File: src/rtl/hid_relay_pkg.sv
// Shared types and constants for the HID report hotkey relay.
// Holds the input and result beat structs, register indexes and reset values.
// No dependencies.
package hid_relay_pkg;

    // Default width of the millisecond timestamp arithmetic.
    localparam int TIME_BITS_DEFAULT = 32;

    // Configuration port shape.
    localparam int CFG_INDEX_BITS = 1;
    localparam int CFG_DATA_BITS  = 16;

    // Configuration register indexes.
    localparam logic [CFG_INDEX_BITS-1:0] REG_WINDOW_MS      = 1'd0;
    localparam logic [CFG_INDEX_BITS-1:0] REG_SWITCH_KEYCODE = 1'd1;

    // Register reset values.
    localparam logic [15:0] WINDOW_MS_RESET      = 16'd400;
    localparam logic [7:0]  SWITCH_KEYCODE_RESET = 8'h47;

    // Read lengths that carry a report.
    localparam logic [3:0] LEN_BOOT    = 4'd8;
    localparam logic [3:0] LEN_WITH_ID = 4'd9;

    // Input commands.
    localparam logic CMD_REPORT = 1'b0;
    localparam logic CMD_STOP   = 1'b1;

    // Frame kinds.
    localparam logic KIND_REPORT  = 1'b0;
    localparam logic KIND_RELEASE = 1'b1;

    // Depth of the result queue.
    localparam int QUEUE_DEPTH = 4;

    // One input beat.
    typedef struct packed {
        logic        command;
        logic [3:0]  read_length;
        logic [7:0]  first_byte;
        logic [63:0] rest_bytes;
        logic [31:0] time_ms;
    } in_item_t;

    // One result beat.
    typedef struct packed {
        logic        target_output;
        logic        frame_kind;
        logic [63:0] payload;
        logic        last_result;
    } out_item_t;

endpackage

File: src/rtl/hid_report_hotkey_relay.sv
// Top level of the HID report hotkey relay.
// Depends on hid_relay_pkg for beat types, register indexes and constants.
// Input register, single-pass decode and a small result queue.

// The relay takes one input beat per cycle, while in_stall is low, into an
// input register, decodes it there in one pass, updates the tap state and,
// as the register drains, writes up to two result beats into a four-entry
// result queue that offers them at the output. A new input is taken
// whenever the input register is free or drains, and it drains when the
// queue has room for two results. Sustained rate is one input per cycle
// while each input yields at most one result and out_stall is low; an
// input that switches outputs yields two results and takes two output
// beats, which the output side sets. A read of a length other than 8 or 9,
// or a report equal to the previous one, yields no result. Configuration
// writes take effect at once and are meant to be made while the block is idle.
module hid_report_hotkey_relay #(
    parameter int TIME_BITS = hid_relay_pkg::TIME_BITS_DEFAULT
) (
    input  logic                                   clk,
    input  logic                                   rst_n,
    input  logic                                   in_valid,
    output logic                                   in_stall,
    input  hid_relay_pkg::in_item_t                in_data,
    output logic                                   out_valid,
    input  logic                                   out_stall,
    output hid_relay_pkg::out_item_t               out_data,
    input  logic                                   cfg_write,
    input  logic [hid_relay_pkg::CFG_INDEX_BITS-1:0] cfg_index,
    input  logic [hid_relay_pkg::CFG_DATA_BITS-1:0]  cfg_data
);

    localparam int PTR_BITS = $clog2(hid_relay_pkg::QUEUE_DEPTH);
    localparam int CNT_BITS = $clog2(hid_relay_pkg::QUEUE_DEPTH + 1);

    // Configuration registers.
    logic [15:0] window_ms_reg;
    logic [7:0]  switch_keycode_reg;

    // Input register.
    logic                    s1_valid_reg;
    hid_relay_pkg::in_item_t s1_data_reg;

    // Tap and routing state.
    logic [63:0]          previous_report_reg, previous_report_next;
    logic                 key_was_down_reg, key_was_down_next;
    logic                 first_tap_armed_reg, first_tap_armed_next;
    logic [TIME_BITS-1:0] first_tap_time_reg, first_tap_time_next;
    logic                 active_output_reg, active_output_next;

    // Result queue.
    hid_relay_pkg::out_item_t queue_reg [hid_relay_pkg::QUEUE_DEPTH];
    logic [PTR_BITS-1:0]      wr_ptr_reg, rd_ptr_reg;
    logic [CNT_BITS-1:0]      count_reg;

    // Decode signals.
    logic                     s1_go;
    logic                     in_accept;
    logic                     out_pop;
    logic                     report_ok;
    logic [63:0]              report;
    logic [63:0]              fwd;
    logic                     down;
    logic                     press;
    logic                     switch_now;
    logic [TIME_BITS-1:0]     t_now;
    logic [TIME_BITS-1:0]     elapsed;
    logic [1:0]               push_count;
    hid_relay_pkg::out_item_t result0, result1;

    // The input register drains when the queue can take two results.
    assign s1_go     = s1_valid_reg && (count_reg <= CNT_BITS'(hid_relay_pkg::QUEUE_DEPTH - 2));
    assign in_stall  = s1_valid_reg && !s1_go;
    assign in_accept = in_valid && !in_stall;
    assign out_valid = (count_reg != '0);
    assign out_data  = queue_reg[rd_ptr_reg];
    assign out_pop   = out_valid && !out_stall;

    // Configuration writes.
    always_ff @(posedge clk or negedge rst_n)
    begin
        if (!rst_n)
        begin
            window_ms_reg      <= hid_relay_pkg::WINDOW_MS_RESET;
            switch_keycode_reg <= hid_relay_pkg::SWITCH_KEYCODE_RESET;
        end
        else if (cfg_write)
        begin
            case (cfg_index)
                hid_relay_pkg::REG_WINDOW_MS:      window_ms_reg <= cfg_data;
                hid_relay_pkg::REG_SWITCH_KEYCODE: switch_keycode_reg <= cfg_data[7:0];
                default: ;
            endcase
        end
    end

    // Input register valid flag.
    always_ff @(posedge clk or negedge rst_n)
    begin
        if (!rst_n)
        begin
            s1_valid_reg <= 1'b0;
        end
        else if (in_accept)
        begin
            s1_valid_reg <= 1'b1;
        end
        else if (s1_go)
        begin
            s1_valid_reg <= 1'b0;
        end
    end

    // Input register payload.
    always_ff @(posedge clk)
    begin
        if (in_accept)
        begin
            s1_data_reg <= in_data;
        end
    end

    // Build the 8-byte report from the raw read.
    always_comb
    begin
        report    = '0;
        report_ok = 1'b0;
        case (s1_data_reg.read_length)
            hid_relay_pkg::LEN_BOOT:
            begin
                report    = {s1_data_reg.rest_bytes[55:0], s1_data_reg.first_byte};
                report_ok = 1'b1;
            end
            hid_relay_pkg::LEN_WITH_ID:
            begin
                report    = s1_data_reg.rest_bytes;
                report_ok = 1'b1;
            end
            default:
            begin
                report    = '0;
                report_ok = 1'b0;
            end
        endcase
    end

    // Find and strip the switch key in key bytes 2 through 7.
    always_comb
    begin
        down = 1'b0;
        fwd  = report;
        for (int i = 2; i < 8; i++)
        begin
            if (report[i*8 +: 8] == switch_keycode_reg)
            begin
                down         = 1'b1;
                fwd[i*8 +: 8] = 8'h00;
            end
        end
    end

    // Double-tap detection on the press edge of the switch key.
    assign t_now      = TIME_BITS'(s1_data_reg.time_ms);
    assign elapsed    = t_now - first_tap_time_reg;
    assign press      = down && !key_was_down_reg;
    assign switch_now = press && first_tap_armed_reg
                        && (elapsed <= TIME_BITS'(window_ms_reg));

    // Next state and the results of the item in the input register.
    always_comb
    begin
        previous_report_next = previous_report_reg;
        key_was_down_next    = key_was_down_reg;
        first_tap_armed_next = first_tap_armed_reg;
        first_tap_time_next  = first_tap_time_reg;
        active_output_next   = active_output_reg;
        push_count           = 2'd0;
        result0              = '0;
        result1              = '0;

        if (s1_data_reg.command == hid_relay_pkg::CMD_STOP)
        begin
            // Stop sends a release to the active output and changes nothing.
            push_count            = 2'd1;
            result0.target_output = active_output_reg;
            result0.frame_kind    = hid_relay_pkg::KIND_RELEASE;
            result0.payload       = '0;
            result0.last_result   = 1'b1;
        end
        else if (report_ok && (report != previous_report_reg))
        begin
            previous_report_next = report;
            key_was_down_next    = down;
            if (press)
            begin
                if (switch_now)
                begin
                    first_tap_armed_next = 1'b0;
                    active_output_next   = !active_output_reg;
                end
                else
                begin
                    first_tap_armed_next = 1'b1;
                    first_tap_time_next  = t_now;
                end
            end

            // Forwarded frame goes to the output that is active afterward.
            result1.target_output = active_output_next;
            result1.frame_kind    = (fwd == '0) ? hid_relay_pkg::KIND_RELEASE
                                                : hid_relay_pkg::KIND_REPORT;
            result1.payload       = fwd;
            result1.last_result   = 1'b1;

            if (switch_now)
            begin
                // Release the old output first, then the frame.
                push_count            = 2'd2;
                result0.target_output = active_output_reg;
                result0.frame_kind    = hid_relay_pkg::KIND_RELEASE;
                result0.payload       = '0;
                result0.last_result   = 1'b0;
            end
            else
            begin
                push_count = 2'd1;
                result0    = result1;
            end
        end
    end

    // Tap and routing state registers.
    always_ff @(posedge clk or negedge rst_n)
    begin
        if (!rst_n)
        begin
            previous_report_reg <= '0;
            key_was_down_reg    <= 1'b0;
            first_tap_armed_reg <= 1'b0;
            first_tap_time_reg  <= '0;
            active_output_reg   <= 1'b0;
        end
        else if (s1_go)
        begin
            previous_report_reg <= previous_report_next;
            key_was_down_reg    <= key_was_down_next;
            first_tap_armed_reg <= first_tap_armed_next;
            first_tap_time_reg  <= first_tap_time_next;
            active_output_reg   <= active_output_next;
        end
    end

    // Result queue storage.
    always_ff @(posedge clk)
    begin
        if (s1_go && (push_count != 2'd0))
        begin
            queue_reg[wr_ptr_reg] <= result0;
        end
        if (s1_go && (push_count == 2'd2))
        begin
            queue_reg[wr_ptr_reg + PTR_BITS'(1)] <= result1;
        end
    end

    // Result queue pointers and fill count.
    always_ff @(posedge clk or negedge rst_n)
    begin
        if (!rst_n)
        begin
            wr_ptr_reg <= '0;
            rd_ptr_reg <= '0;
            count_reg  <= '0;
        end
        else
        begin
            if (s1_go)
            begin
                wr_ptr_reg <= wr_ptr_reg + PTR_BITS'(push_count);
            end
            if (out_pop)
            begin
                rd_ptr_reg <= rd_ptr_reg + PTR_BITS'(1);
            end
            count_reg <= count_reg
                         + (s1_go ? CNT_BITS'(push_count) : CNT_BITS'(0))
                         - (out_pop ? CNT_BITS'(1) : CNT_BITS'(0));
        end
    end

endmodule
File: config.mk
export PLATFORM = sky130hd
export DESIGN_NAME = hid_report_hotkey_relay
export DESIGN_NICKNAME = d
export VERILOG_FILES = /design/src/rtl/hid_relay_pkg.sv /design/src/rtl/hid_report_hotkey_relay.sv
export SDC_FILE = /design/constraint.sdc
export NUM_CORES = 1
export LEC_CHECK = 0
export ABC_AREA = 1
export BUFFER_PORTS_ARGS = -buffer_cell sky130_fd_sc_hd__buf_2
export CAP_MARGIN = 20
export CORE_ASPECT_RATIO = 2
export CORE_UTILIZATION = 30
export DETAILED_ROUTE_END_ITERATION = 8
export GPL_ROUTABILITY_DRIVEN = 0
export HOLD_SLACK_MARGIN = 0.03
export PLACE_DENSITY = 0.44
export SYNTH_ARGS = -nofsm -noshare
export SYNTH_HDL_FRONTEND = slang
export SYNTH_SLANG_ARGS = --single-unit
File: constraint.sdc
create_clock -name clk -period 7.6 [get_ports clk]
set_input_delay 1.52 -clock clk [delete_from_list [all_inputs] [get_ports clk]]
set_output_delay 1.52 -clock clk [all_outputs]
set_load 0.1 [all_outputs]
==> metrics.log, run 1 <==
[metrics] run status: finished, final reports clean
[metrics] highest routed layer: met4
[metrics] total iterations of the first detailed-routing run: 5
[metrics] die width: 217 um
[metrics] max-capacitance violation count: 0
[metrics] worst slew slack as a fraction of its limit: 0.360
[metrics] maximum fanout along the worst path: between 40 and 50
[metrics] Post-Syn Area per Cell: 8.08 um2
[metrics] layout overhead on the synthesized area: 13.6%
[metrics] commonest cells after routing, fill and taps aside: sky130_fd_sc_hd__nand2_1 (1067), sky130_fd_sc_hd__inv_1 (554), sky130_fd_sc_hd__edfxtp_1 (377)
[metrics] Min Clock Period, post-route: around 5.6 ns
[metrics] number of placement rows: roughly 160
[metrics] adder and majority cell fraction of the synthesized area: 0.0245
[metrics] antenna violations before repair: 1
[metrics] root cell of the clock tree: sky130_fd_sc_hd__clkbuf_16
[metrics] maximum frequency from static timing analysis: between 150 and 200 MHz
[metrics] first-pass GRT wire length: around 140000 um
[metrics] net count of the mapped netlist: 3615
[metrics] HPWL reported at the end of detailed placement: ~67000 um
[metrics] Starting Density: 0.303
[metrics] DR WL met3: ~3000 um
[metrics] summed negative setup slack over all endpoints: 0 ns
[metrics] part of the Yosys area used for sequential elements: 0.527
[metrics] grt ovf: 0
[metrics] ports placed on the boundary: 200
[metrics] leak pwr: between 15 and 20 nW
[metrics] type of the worst min-delay path: reg2reg
[metrics] share of cell area taken by muxes after synthesis: 0
[metrics] largest net degree at the start of global routing: 87
[metrics] layout cells sized above 1: 0.107
[metrics] number of design-rule violations left by the first detailed-router iteration: approximately 1.3k
[metrics] clk_lat worst skew: about 0.63 ns
[metrics] routed length per instance: a little under 20 um
[metrics] post-placement setup slack: ~2.0 ns
[metrics] H-tree levels: 2
[metrics] CTS buffer count: 49
[metrics] global router's overall resource usage: 0.199
[metrics] area of the die: between 90000 and 100000 um2
[metrics] PwrDens: 419 nW/um2
[metrics] worst hold slack: roughly 0.47 ns
[metrics] number of filler cells placed in the layout: a little under 10k
[metrics] post-detailed-routing wire length: 93400 um
[metrics] die span in y: 432 um
[metrics] number of global-route vias before repair: about 22k
[metrics] post-route fraction of the period consumed by the critical path: 0.732
[metrics] clock sink total: a little over 500
[metrics] Netlist Area Pre-Place: between 20000 and 30000 um2
[metrics] leading cell type in the layout, fill and taps excluded: sky130_fd_sc_hd__nand2_1
[metrics] RSZ-0062 raised after global routing: false
[metrics] largest clock skew in the final design: a little under 0.03 ns
[metrics] IO buf count: just under 200
[metrics] endpoints failing hold: 0
[metrics] layout net count: about 3.8k
[metrics] number of setup buffers added after CTS: 0
[metrics] CP Class: reg2reg
[metrics] element type at the critical path end: register
[metrics] max reg flops: between 200 and 300
[metrics] clk slew on worst S/H paths: about 0.070 ns
[metrics] worst path arrival time: between 6 and 7 ns
[metrics] hold-fix buffer count after cts: 0
[metrics] gate count after technology mapping: around 3.4k
[metrics] area of combinational cells with multiple inputs: just over 10000 um2
[metrics] number of unique standard cell types used by synthesis: 36
[metrics] total area of sequential cells: approximately 15000 um2
[metrics] Max clock buf depth: 3
[metrics] vias after detailed routing: roughly 22k
[metrics] worst path required time: slightly above 8 ns
[metrics] wire length on met2: 48400 um
[metrics] share of the synthesized area in compound gates (AO/OA/AOI/OAI): 0.0675
[metrics] worst slew pin tran: around 0.96 ns
[metrics] maximum resistive drop on vdd: ~0.32 mV
[metrics] number of gates resized after CTS: 0
[metrics] dominant combinational cell family by area after synthesis: simple AND/OR/NAND/NOR gates
[metrics] Synth Area in Simple Gates: 0.269
[metrics] final max-slew violation count: 0
[metrics] final setup slack of the worst path: around 2.0 ns
[metrics] met1 layer wirelength in the final routing: about 36000 um
[metrics] via/cell ratio: about 4.7
[metrics] Yosys reg bits: between 500 and 600
[metrics] number of remaining DRC errors: 0
[metrics] xor-xnor portion of the synthesized cell area: 0.00916
[metrics] number of warning messages in the yosys log: 0
[metrics] Setup Viol. Count Final: 0
[metrics] post-detailed-route count of antenna-violating nets: 0
[metrics] area of the placeable core: roughly 90000 um2
[metrics] TritonCTS clock tree: done
[metrics] startpoint class of the critical path: register
cell families after synthesis:
family                   count (synthesis)
AND/OR/NAND/NOR                       1791
buffers and inverters                  694
AO/OA/AOI/OAI                          356
flip-flops                             508
XOR/XNOR                                29
adder cells (fa/ha/maj)                 53
power by group:
group / switching, mW / internal, mW / leakage (nW) / total, mW
clock: 1.15 / 1.45 / 0.810 / 2.60
combinational: 5.21 / 1.44 / 9.32 / 6.65
sequential: 0.316 / 3.62 / 5.35 / 3.93
cells in the mapped netlist (all sizes together):
library cell / number / area, um2
nand2: 1104 / 4260
inv: 557 / 2090
edfxtp: 377 / 11300
nor2: 340 / 1320
nand3: 314 / 1660
o21ai: 237 / 1190
dfrtp: 124 / 3100
buf: 68 / 517
clkbuf: 68 / 255
o22ai: 67 / 419
ha: 51 / 638
a21oi: 49 / 245
xor2: 25 / 219
nand4: 11 / 68.8
and2: 7 / 46.3
dfstp: 7 / 184
nand3b: 6 / 45.0
nor4: 5 / 31.3
nor3: 4 / 20.0
xnor2: 4 / 35.0
fa: 2 / 40.0
a21boi: 1 / 7.51
clkinv: 1 / 3.75
o21a: 1 / 7.51
o21bai: 1 / 7.51
per-stage QoR:
stage,util,instances,instance area (um2),power [mW]
finish,0.344,4807,31500,13.2
global route,0.344,4807,31500,14.0
CTS,0.344,4805,31500,13.4
detailed placement,0.326,4714,29800,10.7
global placement,0.325,4713,29800,10.7
floorplan,-,3431,27700,8.85
critical path, stage by stage, from the launching register on:
cell and delay (ns):
sky130_fd_sc_hd__edfxtp_1 0.36, sky130_fd_sc_hd__inv_1 0.05, sky130_fd_sc_hd__ha_1 0.22, sky130_fd_sc_hd__fa_1 0.41, sky130_fd_sc_hd__inv_1 0.16, sky130_fd_sc_hd__nand3_1 0.09
sky130_fd_sc_hd__nand3_1 0.17, sky130_fd_sc_hd__nand3_1 0.13, sky130_fd_sc_hd__nand3_1 0.27, sky130_fd_sc_hd__xor2_1 0.12, sky130_fd_sc_hd__ha_1 0.29, sky130_fd_sc_hd__nand2_1 0.06
sky130_fd_sc_hd__nor4_1 0.38, sky130_fd_sc_hd__nand3_1 0.15, sky130_fd_sc_hd__a21oi_1 0.33, sky130_fd_sc_hd__nand3_1 0.13, sky130_fd_sc_hd__nor2_1 0.13, sky130_fd_sc_hd__nand3_1 0.16
sky130_fd_sc_hd__nor2_4 0.35, sky130_fd_sc_hd__and2_4 0.25, sky130_fd_sc_hd__nand2_2 0.07, sky130_fd_sc_hd__nand2_4 0.57, sky130_fd_sc_hd__buf_4 0.41, sky130_fd_sc_hd__nand2_1 0.09
sky130_fd_sc_hd__inv_1 0.07
worst paths after layout:
check | from | end | slack [ns] | depth (start not counted)
hold / removal | first_tap_time_reg[14] | first_tap_time_reg[14] | 0.47 | 2
max in group asynchronous | rst_n | window_ms_reg[6] | 5.15 | 2
setup / recovery | t_now[0] | queue_reg[2][10] | 2.04 | 24
hold reg to reg | first_tap_time_reg[14] | first_tap_time_reg[14] | 0.47 | 2
min in group asynchronous | rst_n | rd_ptr_reg[1] | 0.92 | 1
setup reg to reg | t_now[0] | queue_reg[2][10] | 2.04 | 24
cell type report:
type	count	share of cell area
timing repair buffer	228	0.0424
inverter	558	0.0665
antenna	1	0.0000794
multi-input combinational	2229	0.327
clock buffer	70	0.0450
tap	1192	0.0473
sequential	508	0.464
clock inverter	21	0.00822
layer usage:
layer | global-route usage | vias up
met5 | 0 | -
met4 | 0.123 | 0
li1 | - | 11200
met2 | 0.367 | 572
met1 | 0.215 | 10500
met3 | 0.0217 | 207
(Power assumes the default switching activity.)
==> inputs of run 2 (changes only) <==
--- a/config.mk
+++ b/config.mk
@@ -13,7 +13,7 @@
 export DETAILED_ROUTE_END_ITERATION = 8
 export GPL_ROUTABILITY_DRIVEN = 0
 export HOLD_SLACK_MARGIN = 0.03
-export PLACE_DENSITY = 0.44
+export PLACE_DENSITY = 0.46
 export SYNTH_ARGS = -nofsm -noshare
 export SYNTH_HDL_FRONTEND = slang
 export SYNTH_SLANG_ARGS = --single-unit
==> constraint.sdc (replaced) <==
create_clock -name clk -period 5.1 [get_ports clk]
set_input_delay 1.02 -clock clk [delete_from_list [all_inputs] [get_ports clk]]
set_output_delay 1.02 -clock clk [all_outputs]
set_load 0.1 [all_outputs]
==> run 2 against run 1 <==
  * Worst hold slack got worse by 0.13 ns
  * First-iteration DRC count increased by 4.5%
  * Flip-flop and latch count unchanged
  * Register-to-register slack got worse by 1.7 ns
  * Critical path type unchanged
  * Critical path depth unchanged
  * Largest cell class unchanged
  * Global-route usage decreased by 0.11 points
  * Highest routed layer is now met5
==> metrics.log, run 2 (synthesis gave the netlist of run 1 again) <==
[metrics] final setup slack of the worst path: 0.370 ns (was 2.04 ns)
[metrics] final max-slew violation count: 0 (unchanged)
[metrics] global router's overall resource usage: 0.198 (was 0.199)
[metrics] endpoints failing hold: 0 (unchanged)
[metrics] max reg flops: 268 (unchanged)
[metrics] die span in y: 432 um (unchanged)
[metrics] largest net degree at the start of global routing: 125 (was 87)
[metrics] layout cells sized above 1: 0.117 (was 0.107)
[metrics] worst slew slack as a fraction of its limit: 0.406 (was 0.360)
[metrics] commonest cells after routing, fill and taps aside: sky130_fd_sc_hd__nand2_1 (1067), sky130_fd_sc_hd__inv_1 (554), sky130_fd_sc_hd__edfxtp_1 (377) (unchanged)
[metrics] number of remaining DRC errors: 0 (unchanged)
[metrics] TritonCTS clock tree: done (unchanged)
[metrics] Setup Viol. Count Final: 0 (unchanged)
[metrics] first-pass GRT wire length: 138000 um (about the same)
[metrics] max-capacitance violation count: 0 (unchanged)
[metrics] Starting Density: 0.303 (unchanged)
[metrics] IO buf count: 199 (unchanged)
[metrics] CTS buffer count: 49 (unchanged)
[metrics] worst stage delay on the critical path: 0.40 ns (was 0.57 ns)
[metrics] layout overhead on the synthesized area: 15.6% (was 13.6%)
[metrics] worst path required time: 5.42 ns (was 8.10 ns)
[metrics] Max clock buf depth: 3 (unchanged)
[metrics] clk slew on worst S/H paths: 0.06 ns (was 0.07 ns)
[metrics] maximum resistive drop on vdd: 0.604 mV (was 0.319 mV)
[metrics] launch instance of the worst register-to-register path: t_now[0] (unchanged)
[metrics] layout net count: 3797 (was 3758)
[metrics] kind of cell with the highest combined delay on the critical path: simple AND/OR/NAND/NOR gates (unchanged)
[metrics] maximum fanout along the worst path: 34 (was 47)
[metrics] largest clock skew in the final design: 0.0369 ns (was 0.0297 ns)
[metrics] number of placement rows: 157 (unchanged)
[metrics] post-detailed-routing wire length: 92200 um (was 93400 um)
[metrics] worst hold slack: 0.334 ns (was 0.469 ns)
[metrics] cell mode on critical path: sky130_fd_sc_hd__nand2_1 (was sky130_fd_sc_hd__nand3_1)
[metrics] antenna violations before repair: 2 (was 1)
[metrics] element type at the critical path end: register (unchanged)
[metrics] worst slew pin tran: 0.891 ns (was 0.960 ns)
[metrics] number of setup buffers added after CTS: 0 (unchanged)
[metrics] CP Class: reg2reg (unchanged)
[metrics] clk_lat worst skew: 0.65 ns (was 0.63 ns)
[metrics] critical path cell sequence: inv_1, ha_1, fa_1, inv_1, nand2_1, nand3_1, nand2_1, nand2_1, xor2_1, ha_1, nand2_1, nor4_2, nand3_1, nand2_1, nand3_1, nor2_1, nand3_1, nor2_2, nand2_2, buf_4, nor2_4, nand2_4, nand2_2, buf_12 (was inv_1, ha_1, fa_1, inv_1, nand3_1, nand3_1, nand3_1, nand3_1, xor2_1, ha_1, nand2_1, nor4_1, nand3_1, a21oi_1, nand3_1, nor2_1, nand3_1, nor2_4, and2_4, nand2_2, nand2_4, buf_4, nand2_1, inv_1)
[metrics] FF-to-FF path depth: 24 (unchanged)
[metrics] post-route fraction of the period consumed by the critical path: 0.927 (was 0.732)
[metrics] number of design-rule violations left by the first detailed-router iteration: 1334 (was 1277)
[metrics] via/cell ratio: 4.67 (was 4.68)
[metrics] cell with the largest stage delay on the worst path: sky130_fd_sc_hd__fa_1 (was sky130_fd_sc_hd__nand2_4)
[metrics] root cell of the clock tree: sky130_fd_sc_hd__clkbuf_16 (unchanged)
[metrics] startpoint class of the critical path: register (unchanged)
[metrics] run status: finished, final reports clean (unchanged)
[metrics] clock sink total: 508 (unchanged)
[metrics] endpoint of the worst register-to-register path: queue_reg[0][12] (was queue_reg[2][10])
[metrics] utilization of the core after routing: 0.350 (was 0.344)
[metrics] ports placed on the boundary: 200 (unchanged)
[metrics] Min Clock Period, post-route: 4.73 ns (was 5.56 ns)
[metrics] maximum frequency from static timing analysis: 211 MHz (was 180 MHz)
[metrics] type of the worst min-delay path: in2async (was reg2reg)
[metrics] Buffers & Inverters on Critical Path: 4 (unchanged)
[metrics] area of the placeable core: 91500 um2 (unchanged)
[metrics] post-detailed-route count of antenna-violating nets: 0 (unchanged)
[metrics] HPWL reported at the end of detailed placement: 68700 um (was 67000 um)
[metrics] number of global-route vias before repair: 22.9k (was 22.4k)
[metrics] worst path arrival time: 5.05 ns (was 6.06 ns)
[metrics] leading cell type in the layout, fill and taps excluded: sky130_fd_sc_hd__nand2_1 (unchanged)
[metrics] grt ovf: 0 (unchanged)
[metrics] vias after detailed routing: 22.6k (was 22.5k)
[metrics] leak pwr: 15.8 nW (was 15.5 nW)
[metrics] Worst R2R Setup Slack: 0.37 ns (was 2.04 ns)
[metrics] post-placement setup slack: 0.0823 ns (was 2.03 ns)
[metrics] area of the die: 93700 um2 (unchanged)
[metrics] total iterations of the first detailed-routing run: 6 (was 5)
[metrics] RSZ-0062 raised after global routing: false (unchanged)
[metrics] H-tree levels: 2 (unchanged)
[metrics] routed length per instance: 19.0 um (was 19.4 um)
[metrics] die width: 217 um (unchanged)
[metrics] summed negative setup slack over all endpoints: 0 ns (unchanged)
[metrics] PwrDens: 615 nW/um2 (was 419 nW/um2)
[metrics] overall power of the completed layout: 19.7 mW (was 13.2 mW)
run 2: cell count changes in the layout (fill, tap and decap cells not counted), sizes merged:
cell      change
buf          +39
bufinv        +1
clkbuf        -2
clkinv        +1
clkinvlp      -3
run 2: area by class of cell:
class                           count  area (um2)
Fill cell                        9817       59500
Sequential cell                   508       14600
Multi-Input combinational cell   2229       10300
Inverter                          558        2100
Timing Repair Buffer              267        1900
Tap cell                         1192        1490
Clock buffer                       68        1380
Clock inverter                     20         258
Antenna cell                        1        2.50
run 2: layer usage:
layer  vias to the layer above  wire length, um  global-route usage
li1                      11300                -                   -
met1                     10600            35000               0.211
met2                       518            48600               0.372
met3                       210             2820              0.0212
met4                         2             5810               0.116
met5                         -               18                   0
run 2: how the worst max path moves through the flow:
stage,start,endpoint,slack [ns],cells past startpoint
finish,t_now[0],queue_reg[0][12],0.37,24
global route,t_now[0],count_reg[2],0.01,29
CTS,t_now[7],queue_reg[1][62],0.06,21
detailed placement,t_now[8],queue_reg[1][61],0.08,21
global placement,t_now[7],count_reg[2],0.11,26
floorplan,t_now[2],queue_reg[1][0],0.06,22
run 2: what timing repair did:
item,CTS,global route
setup endpoints to repair,0,327
hold buffers,0,0
resized for setup,0,5
run 2: report_power, final:
part	switching [mW]	leakage (nW)	internal, mW
registers	0.480	5.35	5.39
logic	7.73	9.61	2.28
clock network	1.68	0.803	2.15
total	9.90	15.8	9.81
run 2: worst register-to-register path, stage by stage (launching register included):
cell and delay [ns]:
sky130_fd_sc_hd__edfxtp_1 0.36, sky130_fd_sc_hd__inv_1 0.05, sky130_fd_sc_hd__ha_1 0.22, sky130_fd_sc_hd__fa_1 0.41, sky130_fd_sc_hd__inv_1 0.12, sky130_fd_sc_hd__nand2_1 0.07
sky130_fd_sc_hd__nand3_1 0.22, sky130_fd_sc_hd__nand2_1 0.09, sky130_fd_sc_hd__nand2_1 0.11, sky130_fd_sc_hd__xor2_1 0.08, sky130_fd_sc_hd__ha_1 0.28, sky130_fd_sc_hd__nand2_1 0.09
sky130_fd_sc_hd__nor4_2 0.31, sky130_fd_sc_hd__nand3_1 0.13, sky130_fd_sc_hd__nand2_1 0.12, sky130_fd_sc_hd__nand3_1 0.08, sky130_fd_sc_hd__nor2_1 0.16, sky130_fd_sc_hd__nand3_1 0.11
sky130_fd_sc_hd__nor2_2 0.21, sky130_fd_sc_hd__nand2_2 0.08, sky130_fd_sc_hd__buf_4 0.27, sky130_fd_sc_hd__nor2_4 0.26, sky130_fd_sc_hd__nand2_4 0.10, sky130_fd_sc_hd__nand2_2 0.29
sky130_fd_sc_hd__buf_12 0.22
run 2: metrics by stage:
step / cell area, um2 / instances
floorplan: 27700 / 3431
global placement: 30400 / 4753
detailed placement: 30400 / 4753
CTS: 32000 / 4841
global route: 32000 / 4843
finish: 32000 / 4843
